`config.mk`:
```
export PLATFORM = sky130hd
export DESIGN_NAME = moving_average_threat_classifier
export DESIGN_NICKNAME = d
export VERILOG_FILES = /design/src/rtl/mavtc_pkg.sv /design/src/rtl/moving_average_threat_classifier.sv /design/src/rtl/mavtc_cfg.sv /design/src/rtl/mavtc_window.sv /design/src/rtl/mavtc_classify.sv
export SDC_FILE = /design/constraint.sdc
export NUM_CORES = 1
export LEC_CHECK = 0
export BUFFER_PORTS_ARGS = -buffer_cell sky130_fd_sc_hd__buf_2
export CORE_ASPECT_RATIO = 1.2
export CORE_UTILIZATION = 55
export CTS_BUF_LIST = sky130_fd_sc_hd__clkbuf_4 sky130_fd_sc_hd__clkbuf_8 sky130_fd_sc_hd__clkbuf_16
export DETAILED_ROUTE_END_ITERATION = 10
export PLACE_DENSITY = 0.73
export SLEW_MARGIN = 40
export SYNTH_ARGS = -nofsm -noshare
export SYNTH_HDL_FRONTEND = slang
export SYNTH_SLANG_ARGS = --single-unit
```
`constraint.sdc`:
```
create_clock -name i_clk -period 4.1 [get_ports i_clk]
set_clock_uncertainty 0.1 [all_clocks]
set_input_delay 0.41 -clock i_clk [delete_from_list [all_inputs] [get_ports i_clk]]
set_output_delay 0.41 -clock i_clk [all_outputs]
set_load 0.1 [all_outputs]
```
`src/rtl/mavtc_pkg.sv`:
```
// Shared types, constants and helpers for the moving-average threat classifier.
// No dependencies; every other file in the block imports this package.
`default_nettype none

package mavtc_pkg;

    // Q1.10 confidence and threshold format.
    localparam int CONF_W   = 11;
    localparam int Q_ONE    = 1024;
    // Signed margin (main - clutter) needs one bit more than a confidence.
    localparam int MARGIN_W = CONF_W + 1;

    // Configuration register indexes.
    localparam int CFG_IDX_W = 3;
    localparam logic [CFG_IDX_W-1:0] REG_WARMUP     = 3'd0;
    localparam logic [CFG_IDX_W-1:0] REG_LOW_MARGIN = 3'd1;
    localparam logic [CFG_IDX_W-1:0] REG_MARGIN_MIN = 3'd2;
    localparam logic [CFG_IDX_W-1:0] REG_DANGER     = 3'd3;
    localparam logic [CFG_IDX_W-1:0] REG_CAUTION    = 3'd4;

    // Register reset values (0.6, 0.5, 0.2, 0.8, 0.4 in Q1.10).
    localparam logic [CONF_W-1:0] RST_WARMUP     = 11'd614;
    localparam logic [CONF_W-1:0] RST_LOW_MARGIN = 11'd512;
    localparam logic [CONF_W-1:0] RST_MARGIN_MIN = 11'd205;
    localparam logic [CONF_W-1:0] RST_DANGER     = 11'd819;
    localparam logic [CONF_W-1:0] RST_CAUTION    = 11'd410;

    // Threat level codes.
    typedef enum logic [1:0] {
        LVL_SAFE    = 2'd0,
        LVL_CAUTION = 2'd1,
        LVL_DANGER  = 2'd2
    } t_level;

    // Threshold set handed from the register file to the classifier.
    typedef struct packed {
        logic [CONF_W-1:0] warmup;
        logic [CONF_W-1:0] low_margin;
        logic [CONF_W-1:0] margin_min;
        logic [CONF_W-1:0] danger;
        logic [CONF_W-1:0] caution;
    } t_cfg;

    // Clamp a confidence to 1.0.
    function automatic logic [CONF_W-1:0] sat_q(input logic [CONF_W-1:0] v);
        logic [CONF_W-1:0] res;
        res = (v > CONF_W'(Q_ONE)) ? CONF_W'(Q_ONE) : v;
        return res;
    endfunction

endpackage

`default_nettype wire

```
`src/rtl/moving_average_threat_classifier.sv`:
```
// Moving-average threat classifier: takes one word per clock and returns one threat level per
// word, sustained unless the output stalls. The first stage is the shift-register window with
// its running sum and fill count; the second multiplies each threshold by the fill count and
// grades the sum against those products. Input tdata packs main_confidence in bits 10:0 and
// clutter_confidence in bits 21:11; confidences above 1.0 are clamped. Thresholds (0 warm-up,
// 1 low-margin, 2 margin minimum, 3 danger, 4 caution) are written over the configuration
// channel; the user must do so only while the block is idle, as the block does not enforce it.
`default_nettype none

module moving_average_threat_classifier #(
    parameter int WINDOW = 5
) (
    input  wire                              i_clk,
    input  wire                              i_rst_n,
    // Input stream.
    input  wire                              i_s_axis_tvalid,
    output logic                             o_s_axis_tready,
    input  wire  [23:0]                      i_s_axis_tdata,  // main_confidence, clutter_confidence
    // Output stream.
    output logic                             o_m_axis_tvalid,
    input  wire                              i_m_axis_tready,
    output logic [7:0]                       o_m_axis_tdata,  // threat_level
    // Configuration write channel.
    input  wire                              i_cfg_valid,
    output logic                             o_cfg_ready,
    input  wire  [mavtc_pkg::CFG_IDX_W-1:0]  i_cfg_index,
    input  wire  [mavtc_pkg::CONF_W-1:0]     i_cfg_data
);
    import mavtc_pkg::*;

    localparam int SUM_W = $clog2(1024*WINDOW+1);
    localparam int CNT_W = $clog2(WINDOW+1);

    t_cfg                       w_cfg;
    logic                       w_a_valid;
    logic                       w_b_ready;
    logic [SUM_W-1:0]           w_sum;
    logic [CNT_W-1:0]           w_cnt;
    logic signed [MARGIN_W-1:0] w_margin;
    t_level                     w_level;

    // Threshold registers.
    mavtc_cfg u_cfg (
        .i_clk       (i_clk),
        .i_rst_n     (i_rst_n),
        .i_cfg_valid (i_cfg_valid),
        .o_cfg_ready (o_cfg_ready),
        .i_cfg_index (i_cfg_index),
        .i_cfg_data  (i_cfg_data),
        .o_cfg       (w_cfg)
    );

    // Window and running sum.
    mavtc_window #(
        .WINDOW (WINDOW)
    ) u_window (
        .i_clk     (i_clk),
        .i_rst_n   (i_rst_n),
        .i_valid   (i_s_axis_tvalid),
        .o_ready   (o_s_axis_tready),
        .i_main    (i_s_axis_tdata[CONF_W-1:0]),
        .i_clutter (i_s_axis_tdata[2*CONF_W-1:CONF_W]),
        .o_valid   (w_a_valid),
        .i_ready   (w_b_ready),
        .o_sum     (w_sum),
        .o_cnt     (w_cnt),
        .o_margin  (w_margin)
    );

    // Grading and result register.
    mavtc_classify #(
        .WINDOW (WINDOW)
    ) u_classify (
        .i_clk    (i_clk),
        .i_rst_n  (i_rst_n),
        .i_valid  (w_a_valid),
        .o_ready  (w_b_ready),
        .i_sum    (w_sum),
        .i_cnt    (w_cnt),
        .i_margin (w_margin),
        .i_cfg    (w_cfg),
        .o_valid  (o_m_axis_tvalid),
        .i_ready  (i_m_axis_tready),
        .o_level  (w_level)
    );

    assign o_m_axis_tdata = {6'b000000, w_level};

endmodule

`default_nettype wire

```
`src/rtl/mavtc_cfg.sv`:
```
// Threshold register file of the threat classifier.
// Depends on mavtc_pkg for the register indexes, reset values and t_cfg.
`default_nettype none

module mavtc_cfg (
    input  wire                              i_clk,
    input  wire                              i_rst_n,
    input  wire                              i_cfg_valid,
    output logic                             o_cfg_ready,
    input  wire  [mavtc_pkg::CFG_IDX_W-1:0]  i_cfg_index,
    input  wire  [mavtc_pkg::CONF_W-1:0]     i_cfg_data,
    output mavtc_pkg::t_cfg                  o_cfg
);
    import mavtc_pkg::*;

    t_cfg r_cfg;

    // Writes are always taken; unknown indexes are dropped.
    assign o_cfg_ready = 1'b1;
    assign o_cfg       = r_cfg;

    // Register update.
    always_ff @(posedge i_clk) begin
        if (!i_rst_n) begin
            r_cfg.warmup     <= RST_WARMUP;
            r_cfg.low_margin <= RST_LOW_MARGIN;
            r_cfg.margin_min <= RST_MARGIN_MIN;
            r_cfg.danger     <= RST_DANGER;
            r_cfg.caution    <= RST_CAUTION;
        end else if (i_cfg_valid) begin
            unique case (i_cfg_index)
                REG_WARMUP:     r_cfg.warmup     <= i_cfg_data;
                REG_LOW_MARGIN: r_cfg.low_margin <= i_cfg_data;
                REG_MARGIN_MIN: r_cfg.margin_min <= i_cfg_data;
                REG_DANGER:     r_cfg.danger     <= i_cfg_data;
                REG_CAUTION:    r_cfg.caution    <= i_cfg_data;
                default: begin
                end
            endcase
        end
    end

endmodule

`default_nettype wire

```
`src/rtl/mavtc_window.sv`:
```
// Sample delay line, running sum and fill count of the threat classifier.
// Depends on mavtc_pkg; its sum and count registers also form the first pipeline stage.
`default_nettype none

module mavtc_window #(
    parameter int WINDOW = 5
) (
    input  wire                                 i_clk,
    input  wire                                 i_rst_n,
    input  wire                                 i_valid,
    output logic                                o_ready,
    input  wire  [mavtc_pkg::CONF_W-1:0]        i_main,
    input  wire  [mavtc_pkg::CONF_W-1:0]        i_clutter,
    output logic                                o_valid,
    input  wire                                 i_ready,
    output logic [$clog2(1024*WINDOW+1)-1:0]    o_sum,
    output logic [$clog2(WINDOW+1)-1:0]         o_cnt,
    output logic signed [mavtc_pkg::MARGIN_W-1:0] o_margin
);
    import mavtc_pkg::*;

    localparam int SUM_W = $clog2(1024*WINDOW+1);
    localparam int CNT_W = $clog2(WINDOW+1);

    logic [CONF_W-1:0]          r_taps [WINDOW];
    logic [SUM_W-1:0]           r_sum;
    logic [SUM_W-1:0]           n_sum;
    logic [CNT_W-1:0]           r_cnt;
    logic [CNT_W-1:0]           n_cnt;
    logic signed [MARGIN_W-1:0] r_margin;
    logic signed [MARGIN_W-1:0] n_margin;
    logic                       r_valid;
    logic [CONF_W-1:0]          w_main;
    logic [CONF_W-1:0]          w_clutter;
    logic                       w_full;
    logic                       w_accept;

    // The stage can take a word when it is empty or its word moves on.
    assign o_ready  = !r_valid || i_ready;
    assign w_accept = i_valid && o_ready;

    // Saturated inputs, signed margin and running-sum update.
    always_comb begin
        w_main    = sat_q(i_main);
        w_clutter = sat_q(i_clutter);
        w_full    = (r_cnt == CNT_W'(WINDOW));
        n_margin  = $signed({1'b0, w_main}) - $signed({1'b0, w_clutter});
        n_sum     = r_sum + SUM_W'(w_main);
        if (w_full) begin
            n_sum = n_sum - SUM_W'(r_taps[WINDOW-1]);
        end
        n_cnt = w_full ? r_cnt : r_cnt + 1'b1;
    end

    // Delay line: the last tap is the sample that leaves a full window.
    always_ff @(posedge i_clk) begin
        if (!i_rst_n) begin
            for (int i = 0; i < WINDOW; i++) begin
                r_taps[i] <= '0;
            end
        end else if (w_accept) begin
            r_taps[0] <= w_main;
            for (int i = 1; i < WINDOW; i++) begin
                r_taps[i] <= r_taps[i-1];
            end
        end
    end

    // Running state, which doubles as the stage output.
    always_ff @(posedge i_clk) begin
        if (!i_rst_n) begin
            r_sum   <= '0;
            r_cnt   <= '0;
            r_valid <= 1'b0;
        end else begin
            if (w_accept) begin
                r_sum <= n_sum;
                r_cnt <= n_cnt;
            end
            if (o_ready) begin
                r_valid <= i_valid;
            end
        end
    end

    // Margin travels with its word.
    always_ff @(posedge i_clk) begin
        if (w_accept) begin
            r_margin <= n_margin;
        end
    end

    assign o_valid  = r_valid;
    assign o_sum    = r_sum;
    assign o_cnt    = r_cnt;
    assign o_margin = r_margin;

endmodule

`default_nettype wire

```
`src/rtl/mavtc_classify.sv`:
```
// Threshold grading of the window average, compared by cross-multiplication.
// Depends on mavtc_pkg; holds the result register that drives the output stream.
`default_nettype none

module mavtc_classify #(
    parameter int WINDOW = 5
) (
    input  wire                                   i_clk,
    input  wire                                   i_rst_n,
    input  wire                                   i_valid,
    output logic                                  o_ready,
    input  wire  [$clog2(1024*WINDOW+1)-1:0]      i_sum,
    input  wire  [$clog2(WINDOW+1)-1:0]           i_cnt,
    input  wire  signed [mavtc_pkg::MARGIN_W-1:0] i_margin,
    input  mavtc_pkg::t_cfg                       i_cfg,
    output logic                                  o_valid,
    input  wire                                   i_ready,
    output mavtc_pkg::t_level                     o_level
);
    import mavtc_pkg::*;

    localparam int CNT_W  = $clog2(WINDOW+1);
    localparam int PROD_W = CONF_W + CNT_W;

    logic [PROD_W-1:0] w_sum;
    logic [PROD_W-1:0] w_warm_lim;
    logic [PROD_W-1:0] w_low_lim;
    logic [PROD_W-1:0] w_dang_lim;
    logic [PROD_W-1:0] w_caut_lim;
    logic              w_low_margin;
    t_level            n_level;
    t_level            r_level;
    logic              r_valid;

    assign o_ready = !r_valid || i_ready;

    // Threshold times count against the sum: avg > T is sum > T * count.
    always_comb begin
        w_sum        = PROD_W'(i_sum);
        w_warm_lim   = PROD_W'(i_cfg.warmup) * PROD_W'(i_cnt);
        w_low_lim    = PROD_W'(i_cfg.low_margin) * PROD_W'(i_cnt);
        w_dang_lim   = PROD_W'(i_cfg.danger) * PROD_W'(i_cnt);
        w_caut_lim   = PROD_W'(i_cfg.caution) * PROD_W'(i_cnt);
        w_low_margin = $signed({i_margin[MARGIN_W-1], i_margin})
                     < $signed({2'b00, i_cfg.margin_min});
        if (i_cnt != CNT_W'(WINDOW)) begin
            n_level = (w_sum > w_warm_lim) ? LVL_CAUTION : LVL_SAFE;
        end else if (w_low_margin) begin
            n_level = (w_sum > w_low_lim) ? LVL_CAUTION : LVL_SAFE;
        end else if (w_sum >= w_dang_lim) begin
            n_level = LVL_DANGER;
        end else if (w_sum >= w_caut_lim) begin
            n_level = LVL_CAUTION;
        end else begin
            n_level = LVL_SAFE;
        end
    end

    // Result register.
    always_ff @(posedge i_clk) begin
        if (!i_rst_n) begin
            r_valid <= 1'b0;
        end else if (o_ready) begin
            r_valid <= i_valid;
        end
    end

    always_ff @(posedge i_clk) begin
        if (o_ready && i_valid) begin
            r_level <= n_level;
        end
    end

    assign o_valid = r_valid;
    assign o_level = r_level;

endmodule

`default_nettype wire

```
==> results of run 1 <==
-- worst paths after layout --
| kind | from | endpoint |
|---|---|---|
| worst max-delay path | u_window.o_cnt[0]$_SDFFE_PN0P_ | u_classify.o_level[0]$_DFFE_PP_ |
| worst min-delay path | i_s_axis_tvalid | u_window.o_valid$_SDFFE_PN0N_ |
| worst max register to register | u_window.o_cnt[0]$_SDFFE_PN0P_ | u_classify.o_level[0]$_DFFE_PP_ |
| worst min register to register | u_cfg.o_cfg[30]$_SDFFE_PN0P_ | u_cfg.o_cfg[30]$_SDFFE_PN0P_ |
-- layout make-up --
cell class,instances,area share (%)
clock inverter,15,1.369
timing repair buffer,161,8.578
multi-input combinational,1044,54.94
inverter,136,3.732
clock buffer,17,3.103
sequential,142,25.86
tap,265,2.418
-- cells by family (layout without fill, tap and decap cells) --
kind of cell    Yosys count  after routing  synth area share, %
xor+xnor                 55             55                4.150
compound gates          254            254                13.53
buf+inv                 190            329                6.370
flops                   142            142                30.44
mux                       6              6               0.5174
other cells               2              7              0.06469
simple gates            530            530                21.49
fa+ha+maj               192            192                23.44
-- what timing repair did --
item                       in CTS  in global routing
pin swaps                      16                 47
setup endpoints to repair       2                  4
hold buffers                    0                  0
setup buffers                   3                 14
gates resized for setup        22                 48
-- registers in the layout, indices dropped and copies added (netlist names) --
| signal | cells |
|---|---|
| u_window.r_taps | 55 |
| u_classify.o_level | 2 |
| u_cfg.o_cfg | 55 |
| u_window.o_sum | 13 |
| u_window.o_valid | 1 |
| u_window.o_cnt | 3 |
| u_window.o_margin | 12 |
| u_classify.o_valid | 1 |
-- through the flow --
step                util, %  hold slack (ns)  power, mW  setup slack (ns)
global placement      62.06           0.3456      2.809           -0.2202
CTS                   65.50           0.1458      4.451           -0.1311
finish                66.98           0.1616      4.486           -0.1453
detailed placement    62.06           0.3518      2.839           -0.2562
floorplan                 -           0.3363      2.462           -0.1135
global route          66.98           0.1974      4.720           -0.4304
-- cell usage after synthesis, types with 7 or more instances --
cell	n
o21a_1	13
and3_1	53
nand3_1	38
fa_1	43
dfxtp_1	73
o21ai_1	25
clkbuf_1	45
nand2_1	260
xnor2_1	33
nor3_1	15
o21ai_0	23
and2_1	49
nor2_1	46
a21oi_1	99
a21o_1	30
buf_4	7
nor2b_1	27
xor2_1	22
nand2b_1	14
a211oi_1	11
inv_1	132
ha_1	147
o211ai_1	11
edfxtp_1	69
-- cells in the final DEF, fill, tap and decap left out, types with 44 or more instances in the layout --
cell type and instances:
a21oi_1 89, edfxtp_1 69, dfxtp_1 69, and2_1 48
nor2_1 45, buf_2 44, inv_1 130, and3_1 53
ha_1 141, buf_4 102, nand2_1 255
-- power by group through the flow --
stage | sequential (mW) | combinational [mW] | clock, mW
after detailed placement | 1.66 | 1.18 | 0
after global routing | 1.64 | 1.39 | 1.69
after global placement | 1.66 | 1.15 | 0
after floorplan | 1.66 | 0.804 | 0
after CTS | 1.63 | 1.20 | 1.62
final | 1.64 | 1.24 | 1.61
-- critical path, stage by stage, from the launching register on --
cell and delay [ns]:
dfxtp_4 0.40, buf_6 0.15, nand2_4 0.05, fa_1 0.61, inv_1 0.06, ha_1 0.26, a21o_1 0.18, a21oi_4 0.14
nor2b_2 0.06, o31a_1 0.32, o31a_1 0.33, o21ai_2 0.14, nand2b_1 0.07, xnor2_1 0.14, ha_1 0.34, a211oi_2 0.22
o211ai_1 0.12, nand4b_1 0.17, o211ai_1 0.10
-- per-layer routing --
layer,up-vias,GRT usage (%)
met5,-,0
met3,72,3.547
li1,4936,-
met1,4795,34.43
met4,0,10.11
met2,286,48.29
==> results.md, run 1 <==
- P_sw: 1.390 mW
- Detailed placement HPWL: 21.81 mm
- Routed vias: 10,090
- Ys flop type: dfxtp_1
- Max-Cap Viols: 0
- Antenna cells: 0
- R2r worst-path depth: 18
- CTS buffer count: 17
- Mapped Cells: 1,371
- Final period util: 103.5%
- Yosys warning count: 0
- Global route overflow: 0
- Initial Util: 56.71%
- Placed instance area: 12,700 um2
- Async SR Flop Fraction: 0%
- Boundary Pins: 54
- Setup TNS Final: -0.2050 ns
- Remaining DRCs: 0
- Violated checks: setup timing
- Routed length on met1: 12.10 mm
- CP startpoint kind: flip-flop
- Worst-path fanout max: 7
- Antenna Violating Nets Remaining: 0
- Sequential standard cell area: 3546 um2
- Netlist cell types: 56
- Synth top area share: 17.85%
- Sequential-to-total area share from yosys stat: 30.44%
- Final Hold Vio Count: 0
- FF-to-FF setup slack: -0.15 ns
- Critical path type: flip-flop to flip-flop
- Fill cell count: 1,632
- Int Pwr: 3.096 mW
- Actual slew at the worst max-slew pin: 0.7414 ns
- RSZ-0062 raised after global routing: yes
- Share of cells above drive strength 1: 16.04%
- Full die area: 21,690 um2
- Initial antenna violation count: 0
- Clock share of power: 35.8%
- Net Sw Frac: 30.98%
- DRT Pass-1 Iters: 5
- # setup viols final: 2
- Wire length on met2: 14.63 mm
- Combinational Power Share: 27.7%
- Vias in the first global route: 9,512
- Run status: complete, but fails checks
- Die Ht: 161.1 um
- Reg power frac: 36.5%
- DR WL/cell: 16.57 um
- Mean area per synthesized cell: 8.467 um2
- Total core area: 20,470 um2
- H-Tree Depth: 4
- LEAKAGE: 6.566 nW
- Power density over cell area: 327.2 nW/um2
- Flops & latches, synth: 142
- Metal3 WL: 1.702 mm
- Hold path cells: 3
- Num Clock Sinks: 142
- Slew headroom: 49.30%
- Row Count: 57
- Final Max Slew Viols: 0
- CP endpoint kind: flip-flop
- GR Util All Layers: 27.55%
- Largest net degree at the start of global routing: 61
- TritonCTS clock tree: built
- Vias per cell: 5.668
- Multi-input gate area: 7532 um2
- Clk buf depth: 2
- Root buffer cell: clkbuf_16
- Mapped cell area: 11,610 um2
- Final Cell Area: 13,710 um2
- Number of synthesized flops with an enable pin: 69
- Worst-Skew Late Latency: 0.42 ns
- Leading area contributor after synthesis: edfxtp_1
- Layout area overhead: 18.11%
- Final cell count without fillers: 1,780
- Crit path required time: 4.16 ns
- DIE WIDTH: 134.6 um
- Max Used Layer: met4
- I/O Buffers: 44
- Peak VDD IR: 0.0004346 V
- Fin worst setup slack: -0.1453 ns
- Min Tclk post-route: 4.245 ns
- HP Class: primary input to flip-flop
- Global-route wire length before repair: 46.73 mm
- Final Wtd Congestion: 0.8935
- Fmax: 0.2356 GHz
- Initial DRC count: 677
- Worst EP arrival: 4.31 ns
- Synth top area cells: edfxtp_1 18%, ha_1 16%, dfxtp_1 13%, nand2_1 8.4%, fa_1 7.4%
- Inst Count DP: 1,731
- Layout Nets: 1,735
- Clock slew at reported path FFs: 0.06 ns
- Routed WL: 29.49 mm
(Power assumes the default switching activity.)
==> run 2: changes to the inputs <==
- CTS_BUF_LIST: sky130_fd_sc_hd__clkbuf_4 sky130_fd_sc_hd__clkbuf_8 sky130_fd_sc_hd__clkbuf_16 -> sky130_fd_sc_hd__clkbuf_4 sky130_fd_sc_hd__clkbuf_8
==> results.md, run 2 (synthesis gave the netlist of run 1 again) <==
- Critical path's slowest cell: or4_1
- Share of cells above drive strength 1: 15.23% (-0.81 points)
- GR Util All Layers: 27.30% (-0.25 points)
- Initial antenna violation count: 0 (unchanged)
- Antenna cells: 0 (unchanged)
- Worst EP arrival: 4.32 ns (about the same)
- Crit path buffers/inverters: 2 (unchanged)
- Family with the most delay on the worst path: simple AND/OR/NAND/NOR gates
- Global-route wire length before repair: 46.28 mm (-0.96%)
- Min Tclk post-route: 4.219 ns (-0.02593 ns)
- Final Hold Vio Count: 0 (unchanged)
- Violated checks: setup timing
- Final Wtd Congestion: 0.8935 (unchanged)
- Die Ht: 161.1 um (unchanged)
- CP startpoint kind: flip-flop
- Crit path cell chain: buf_4 > and2_1 > fa_1 > buf_4 > ha_1 > a21o_1 > a21oi_2 > o21ai_1 > a31oi_1 > nor2b_1 > o21ai_1 > nand2b_1 > xnor2_1 > ha_1 > or4_1 > a221oi_2 > nor4_1 > nand4_1 > o211ai_1
- Fmax: 0.2370 GHz (+0.61%)
- Power density over cell area: 301.9 nW/um2 (-7.7%)
- Most common cell after layout, fill and taps aside: nand2_1
- # setup viols final: 2 (unchanged)
- CTS buffer count: 17 (unchanged)
- Final Max Slew Viols: 0 (unchanged)
- Remaining DRCs: 0 (unchanged)
- Initial Util: 56.71% (unchanged)
- Critical path type: flip-flop to flip-flop
- Initial DRC count: 700 (+3.4%)
- Row Count: 57 (unchanged)
- Routed vias: 9,984 (-1.0%)
- Combinational Power Share: 30.1% (+2.4 points)
- RSZ-0062 raised after global routing: yes
- Num Clock Sinks: 142 (unchanged)
- Actual slew at the worst max-slew pin: 0.7414 ns (-0.0000001788 ns)
- Vias per cell: 5.625 (-0.76%)
- Commonest cells after routing, fill and taps aside: 257 x nand2_1, 142 x ha_1, 130 x inv_1, 103 x buf_4, 90 x a21oi_1
- Routed WL: 28.55 mm (-3.2%)
- Hold Slack: 0.1186 ns (-0.04298 ns)
- Boundary Pins: 54 (unchanged)
- LEAKAGE: 6.433 nW (-2.0%)
- Antenna Violating Nets Remaining: 0 (unchanged)
- CP endpoint kind: flip-flop
- H-Tree Depth: 4 (unchanged)
- HP Class: primary input to flip-flop
- Detailed placement HPWL: 21.81 mm (unchanged)
- Slew headroom: 49.30% (unchanged)
- Final Core Density: 65.46% (-1.5 points)
- DRT Pass-1 Iters: 5 (unchanged)
- Setup WS pre-CTS: -0.2562 ns (unchanged)
- DR WL/cell: 16.08 um (-2.9%)
- Reg power frac: 40.3% (+3.8 points)
- Max-Cap Viols: 0 (unchanged)
- DIE WIDTH: 134.6 um (unchanged)
- # hold bufs at CTS: 0 (unchanged)
- Layout area overhead: 15.42%
- Net Sw Frac: 32.62% (+1.6 points)
- Worst-Skew Late Latency: 0.45 ns (+0.03 ns)
- I/O Buffers: 44 (unchanged)
- Int Pwr: 2.726 mW (-12%)
- Critical path's largest stage delay: 0.52 ns (-0.09 ns)
- Global route overflow: 0 (unchanged)
- Clk buf depth: 2 (unchanged)
- P_sw: 1.319 mW (-5.1%)
- Clock share of power: 29.6% (-6.2 points)
- Root buffer cell: clkbuf_8
- Vias in the first global route: 9,503 (-0.095%)
- Full die area: 21,690 um2 (unchanged)
- Worst-path fanout max: 5 (-2)
- Final period util: 102.9% (-0.63 points)
- Fin worst setup slack: -0.1194 ns (+0.02593 ns)
- Crit path required time: 4.20 ns (+0.04 ns)
- Run status: complete, but fails checks
- TritonCTS clock tree: built
- Total power: 4.045 mW (-9.8%)
- Total core area: 20,470 um2 (unchanged)
- Clock slew at reported path FFs: 0.09 ns (+0.03 ns)
- Largest net degree at the start of global routing: 61 (unchanged)
- Peak VDD IR: 0.0002966 V (-32%)
- Layout Nets: 1,730 (-0.29%)
## run 2: cell count changes in the layout (fill, tap and decap cells not counted), sizes merged
cell,before,now
buf,160,156
dlymetal6s2s,1,0
## run 2: power by group through the flow
stage / clock (mW) / combinational (mW) / sequential, mW
after detailed placement: 0 / 1.18 / 1.66
after global placement: 0 / 1.15 / 1.66
after CTS: 1.21 / 1.20 / 1.63
after floorplan: 0 / 0.804 / 1.66
final: 1.20 / 1.22 / 1.63
after global routing: 1.28 / 1.36 / 1.64
## run 2: worst register-to-register path: stages (launching register included)
cell      delay [ns]
dfxtp_4         0.37
buf_4           0.14
and2_1          0.15
fa_1            0.51
buf_4           0.15
ha_1            0.27
a21o_1          0.18
a21oi_2         0.14
o21ai_1         0.09
a31oi_1         0.23
nor2b_1         0.09
o21ai_1         0.12
nand2b_1        0.08
xnor2_1         0.13
ha_1            0.19
or4_1           0.52
a221oi_2        0.18
nor4_1          0.08
nand4_1         0.14
o211ai_1        0.09
## run 2: final timing paths
path | slack [ns] | to | start | depth (start not counted)
setup / recovery | -0.12 | u_classify.o_level[0]$_DFFE_PP_ | u_window.o_cnt[0]$_SDFFE_PN0P_ | 19
hold / removal | 0.12 | u_window.o_valid$_SDFFE_PN0N_ | i_s_axis_tvalid | 3
setup reg to reg | -0.12 | u_classify.o_level[0]$_DFFE_PP_ | u_window.o_cnt[0]$_SDFFE_PN0P_ | 19
hold reg to reg | 0.36 | u_cfg.o_cfg[30]$_SDFFE_PN0P_ | u_cfg.o_cfg[30]$_SDFFE_PN0P_ | 2
## run 2: layout make-up
cell class	count	area (um2)
clock buffers	17	234.0
clock inverters	15	187.7
fillers	1691	7069
inverters	136	511.7
multi-input cells	1044	7482
flip-flops and latches	142	3545
well taps	265	331.6
repair buffers	156	1107
## run 2: per-stage QoR
step	std cells	instance area, um2	setup TNS, ns
global route	1775	13400	-0.5716
CTS	1773	13290	-0.1255
floorplan	1376	11670	-0.1135
detailed placement	1731	12700	-0.6408
finish	1775	13400	-0.1246
global placement	1731	12700	-0.4081
## run 2: what timing repair did
| action | 4_1_cts | 5_1_grt |
|---|---|---|
| gates resized for setup | 27 | 26 |
| pin swaps | 24 | 17 |
| buffers inserted | 10 | 2 |
| endpoints found under the hold margin | 0 | 0 |
| endpoints found under the setup margin | 2 | 3 |
## run 2: per-layer routing
metal,vias to the layer above,part of all wire (%),track usage [%]
met5,-,0,0
met4,0,3.3,11.18
met3,57,4.8,3.264
met2,247,50,47.45
met1,4758,42,34.17
li1,4922,-,-
